<file path="src/hw/rtl/smrq_pkg.sv">
// Shared types, codes and constants of the slotted message ring queue.
package smrq_pkg;

  // Default geometry of the ring.
  localparam int unsigned NumSlotsDef  = 16;
  localparam int unsigned MaxMsgLenDef = 64;

  // Fixed field widths of the beats.
  localparam int unsigned KindW   = 3;
  localparam int unsigned StatusW = 3;
  localparam int unsigned LenW    = 7;
  localparam int unsigned ByteW   = 8;

  // Input kinds.
  localparam logic [KindW-1:0] KIND_WRITE    = 3'd0;
  localparam logic [KindW-1:0] KIND_READ     = 3'd1;
  localparam logic [KindW-1:0] KIND_CLOSE_RD = 3'd2;
  localparam logic [KindW-1:0] KIND_CLOSE_WR = 3'd3;
  localparam logic [KindW-1:0] KIND_INIT     = 3'd4;

  // Result status codes.
  localparam logic [StatusW-1:0] ST_OK      = 3'd0;
  localparam logic [StatusW-1:0] ST_EMPTY   = 3'd1;
  localparam logic [StatusW-1:0] ST_FULL    = 3'd2;
  localparam logic [StatusW-1:0] ST_CLOSED  = 3'd3;
  localparam logic [StatusW-1:0] ST_BADLEN  = 3'd4;

  // One input beat.
  typedef struct packed {
    logic [KindW-1:0] kind;
    logic [ByteW-1:0] data_byte;
    logic             last_byte;
  } item_t;

  // One result beat.
  typedef struct packed {
    logic [StatusW-1:0] status;
    logic [LenW-1:0]    length_or_slot;
    logic [ByteW-1:0]   out_byte;
    logic               last_out;
  } result_t;

  // Commands from the controller to the datapath.
  typedef struct packed {
    logic               stage;        // store one write byte
    logic [ByteW-1:0]   wr_data;
    logic               clear_stage;  // end of a write message
    logic               commit;       // commit the staged slot
    logic               emit_single;  // one-beat result with status below
    logic               emit_slot;    // single result carries slot plus one
    logic [StatusW-1:0] status;
    logic               emit_stream;  // result carries the current read byte
    logic               rd_start;     // fetch length and first byte
    logic               rd_next;      // fetch next byte
    logic               rd_done;      // advance read pointer
    logic               close_rd;
    logic               close_wr;
    logic               init;
  } cmd_t;

  // Status from the datapath to the controller.
  typedef struct packed {
    logic closed;       // either closed flag set
    logic empty;        // pointers equal
    logic full;         // slot after write pointer is the read pointer
    logic bad_len;      // current write byte overflows or already overflowed
    logic stream_last;  // current read byte is the final one
  } sts_t;

endpackage

</file>
<file path="src/hw/rtl/smrq_ctrl.sv">
// Controller state machine of the slotted message ring queue.
module smrq_ctrl (
  input  logic            clk_i,
  input  logic            rst_ni,
  input  logic            start,
  output logic            busy,
  input  smrq_pkg::item_t item_i,
  input  smrq_pkg::sts_t  sts_i,
  output smrq_pkg::cmd_t  cmd_o
);

  typedef enum logic {
    S_IDLE,
    S_STREAM
  } state_e;

  state_e state_q, state_d;

  // Decode the accepted beat and sequence the read stream.
  always_comb begin
    cmd_o         = '0;
    cmd_o.wr_data = item_i.data_byte;
    state_d       = state_q;
    case (state_q)
      S_IDLE: begin
        if (start) begin
          case (item_i.kind)
            smrq_pkg::KIND_WRITE: begin
              cmd_o.stage = 1'b1;
              if (item_i.last_byte) begin
                cmd_o.clear_stage = 1'b1;
                cmd_o.emit_single = 1'b1;
                if (sts_i.bad_len) begin
                  cmd_o.status = smrq_pkg::ST_BADLEN;
                end else if (sts_i.closed) begin
                  cmd_o.status = smrq_pkg::ST_CLOSED;
                end else if (sts_i.full) begin
                  cmd_o.status = smrq_pkg::ST_FULL;
                end else begin
                  cmd_o.status    = smrq_pkg::ST_OK;
                  cmd_o.commit    = 1'b1;
                  cmd_o.emit_slot = 1'b1;
                end
              end
            end
            smrq_pkg::KIND_READ: begin
              if (sts_i.closed) begin
                cmd_o.emit_single = 1'b1;
                cmd_o.status      = smrq_pkg::ST_CLOSED;
              end else if (sts_i.empty) begin
                cmd_o.emit_single = 1'b1;
                cmd_o.status      = smrq_pkg::ST_EMPTY;
              end else begin
                cmd_o.rd_start = 1'b1;
                state_d        = S_STREAM;
              end
            end
            smrq_pkg::KIND_CLOSE_RD: cmd_o.close_rd = 1'b1;
            smrq_pkg::KIND_CLOSE_WR: cmd_o.close_wr = 1'b1;
            smrq_pkg::KIND_INIT:     cmd_o.init     = 1'b1;
            default: ;
          endcase
        end
      end
      S_STREAM: begin
        // One message byte per cycle until the final one.
        cmd_o.emit_stream = 1'b1;
        cmd_o.rd_next     = 1'b1;
        if (sts_i.stream_last) begin
          cmd_o.rd_done = 1'b1;
          state_d       = S_IDLE;
        end
      end
      default: state_d = S_IDLE;
    endcase
  end

  // State register.
  always_ff @(posedge clk_i or negedge rst_ni) begin
    if (!rst_ni) begin
      state_q <= S_IDLE;
    end else begin
      state_q <= state_d;
    end
  end

  assign busy = (state_q == S_STREAM);

endmodule

</file>
<file path="config.mk">
export PLATFORM = sky130hd
export DESIGN_NAME = smrq_ctrl
export DESIGN_NICKNAME = d
export VERILOG_FILES = /design/src/hw/rtl/smrq_pkg.sv /design/src/hw/rtl/smrq_ctrl.sv
export SDC_FILE = /design/constraint.sdc
export NUM_CORES = 1
export LEC_CHECK = 0
export ABC_AREA = 1
export BUFFER_PORTS_ARGS = -buffer_cell sky130_fd_sc_hd__buf_2
export CAP_MARGIN = 5
export CORE_AREA = 3 3 40 42
export DETAILED_ROUTE_END_ITERATION = 6
export DIE_AREA = 0 0 43 45
export PLACE_DENSITY = 0.66
export SLEW_MARGIN = 20
export SYNTH_ARGS = -nofsm -noshare
export SYNTH_HDL_FRONTEND = slang
export SYNTH_SLANG_ARGS = --single-unit
</file>
<file path="constraint.sdc">
create_clock -name clk_i -period 1.1 [get_ports clk_i]
set_input_delay 0.22 -clock clk_i [delete_from_list [all_inputs] [get_ports clk_i]]
set_output_delay 0.22 -clock clk_i [all_outputs]
set_load 0.01 [all_outputs]
</file>
==> impl_metrics.json <==
{
  "p_leak_nw": 0.294,
  "async_reset_ff_share_pct": 100,
  "maxSlewViolCount": 0,
  "worstHoldPathType": "in2async",
  "synthFlopType": "dfrtp_1",
  "violations": "hold timing, setup timing",
  "cts.reportedPaths.clkPinSlew_ps": 0,
  "synth_common_cells": "11 x buf_4, 9 x nand2_1, 8 x inv_1, 8 x nor2_1",
  "avgSynthCellArea_sq_um": 5.56,
  "final.setup.worst_slack_ps": -37.8,
  "rsz0062_at_grt": "true",
  "wire_per_inst_um": 8.95,
  "core-area_sq_um": 1280,
  "finalClockSkew_ps": 0,
  "busiest_layer": "met2",
  "setup_viol": 9,
  "grt_max_degree": 6,
  "yosysSeqAreaShare_pct": 8.33,
  "worstSetupPathType": "in2out",
  "power.total_uw": 164,
  "overflow": 0,
  "die-area_sq_um": 1940,
  "ir_drop_uv": 166,
  "yosysTopAreaCell": "buf_4",
  "final_core_util_pct": 39.0,
  "row_count": 13,
  "endpoint_kind": "output port",
  "synth-edff-count": 0,
  "n_antenna_cell": 0,
  "die_x_um": 43,
  "max-cap-violations": 0,
  "finalCritPeriodShare_pct": 103,
  "fmax_mhz": 879,
  "slew_headroom_pct": 88.8,
  "io_pins": 44,
  "wl_um": 832,
  "initial_utilization_pct": 23.4,
  "gr-usage-all-layers_pct": 8.48,
  "place_hpwl_um": 732,
  "drtPass1Iterations": 4,
  "fin_nets": 100,
  "synth_area_sq_um": 300,
  "critPathLaunchType": "input port",
  "ff2ff_setup_slack_ps": 120,
  "antenna_found_initial": 0,
  "port_buffers": 27,
  "drc": 0,
  "timing.final.crit_period_ps": 1140,
  "critPathRequiredTime_ps": 880,
  "netlist_instances": 54,
  "grtUsageMet2_pct": 17.1,
  "via_count": 389,
  "pwr_density_cell_nw_per_um2": 328,
  "clk_latency_ps": 0,
  "synth_nets": 74,
  "arrival_ps": 920,
  "drtIter0Drc": 2,
  "path_max_fanout": 4,
  "ant_nets": 0,
  "worst-slew-pin-transition_ps": 167,
  "die_h_um": 45,
  "post-synth-top-count-cell": "buf_4",
  "hold_viol_final": 1,
  "synth_top_cell_area_share_pct": 27.5,
  "drive_gt1_share_pct": 66.7,
  "viasPerCell": 4.18,
  "gp_congestion": 0.687,
  "grt_pass1_vias": 351,
  "area_growth_pct": 67.1,
  "ys_warn_count": 0,
  "synth.area.top_cells": "buf_4 27%, nand2_1 11%, inv_1 10%",
  "met1_usage_pct": 8.63,
  "status": "finished, violations left",
  "grt_pass1_wl_mm": 1.36,
  "whs_ps": -1.86,
  "largest_register_ffs": 1,
  "ys_ff_latch": 1,
  "grt_util_met3_pct": 1.20,
  "synth_cell_types": 14
}
-- worst paths after layout --
check / start / end / cells after the start
min in group clk_i: sts_i[0] / busy / 2
min: rst_ni / busy / 1
max: item_i[11] / cmd_o[10] / 7
min reg2reg: busy / busy / 4
max reg2reg: busy / busy / 4
max in group asynchronous: rst_ni / busy / 1
-- per-stage QoR --
step | instance area (sq um) | cells | setup slack [ps] | setup TNS (ps)
finish | 502 | 93 | -37.8 | -235
global route | 502 | 93 | -122 | -1210
CTS | 492 | 93 | -35.8 | -195
detailed placement | 425 | 90 | -55.1 | -359
global placement | 425 | 90 | -38.4 | -254
floorplan | 320 | 54 | -52.2 | -155
-- logic make-up after synthesis --
family                 Yosys count  synth area share, %
flip-flops                       1                 8.33
AND/OR/NAND/NOR                 27                 43.3
AO/OA/AOI/OAI                    4                 7.08
buffers and inverters           22                 41.3
-- metal layers --
layer / vias to the layer above / wire, um
li1: 198 / -
met1: 166 / 275
met2: 21 / 445
met3: 4 / 94
met4: 0 / 16
met5: - / 0
-- timing repair --
| action | 4_1_cts | 5_1_grt |
|---|---|---|
| resized for setup | 8 | 3 |
| setup endpoints to repair | 10 | 12 |
| hold buffers | 0 | 0 |
| setup buffers | 3 | 0 |
| pin swaps | 1 | 1 |
-- layout by cell type, fill, tap and decap left out --
cell type,instances
nor2_2,1
nor2_4,4
o21ai_1,1
dfrtp_2,1
a21oi_1,2
nand3_1,2
buf_2,22
inv_1,8
nand2_1,6
buf_6,5
nand2_2,5
o22ai_1,1
nor3_2,3
buf_4,8
nor2_1,6
inv_2,3
-- power breakdown --
part	leakage, nW	internal, mW	switching, mW
clock network	0	0	0
registers	0.0122	0.0384	0.000799
logic	0.282	0.0622	0.0630
-- worst max-delay path, cell delays in order --
cell and delay (ps):
buf_6 100, inv_2 60, nand2_2 70, nor2_4 110, nand2_2 100, nor2_4 140
buf_6 110
-- cell type report --
cell class | count | area, sq um
inverters | 11 | 41.3
multi-input cells | 31 | 189
repair buffers | 35 | 226
well taps | 15 | 18.8
fillers | 154 | 783
flip-flops and latches | 1 | 26.3
Power figures use the tool's default switching activity.
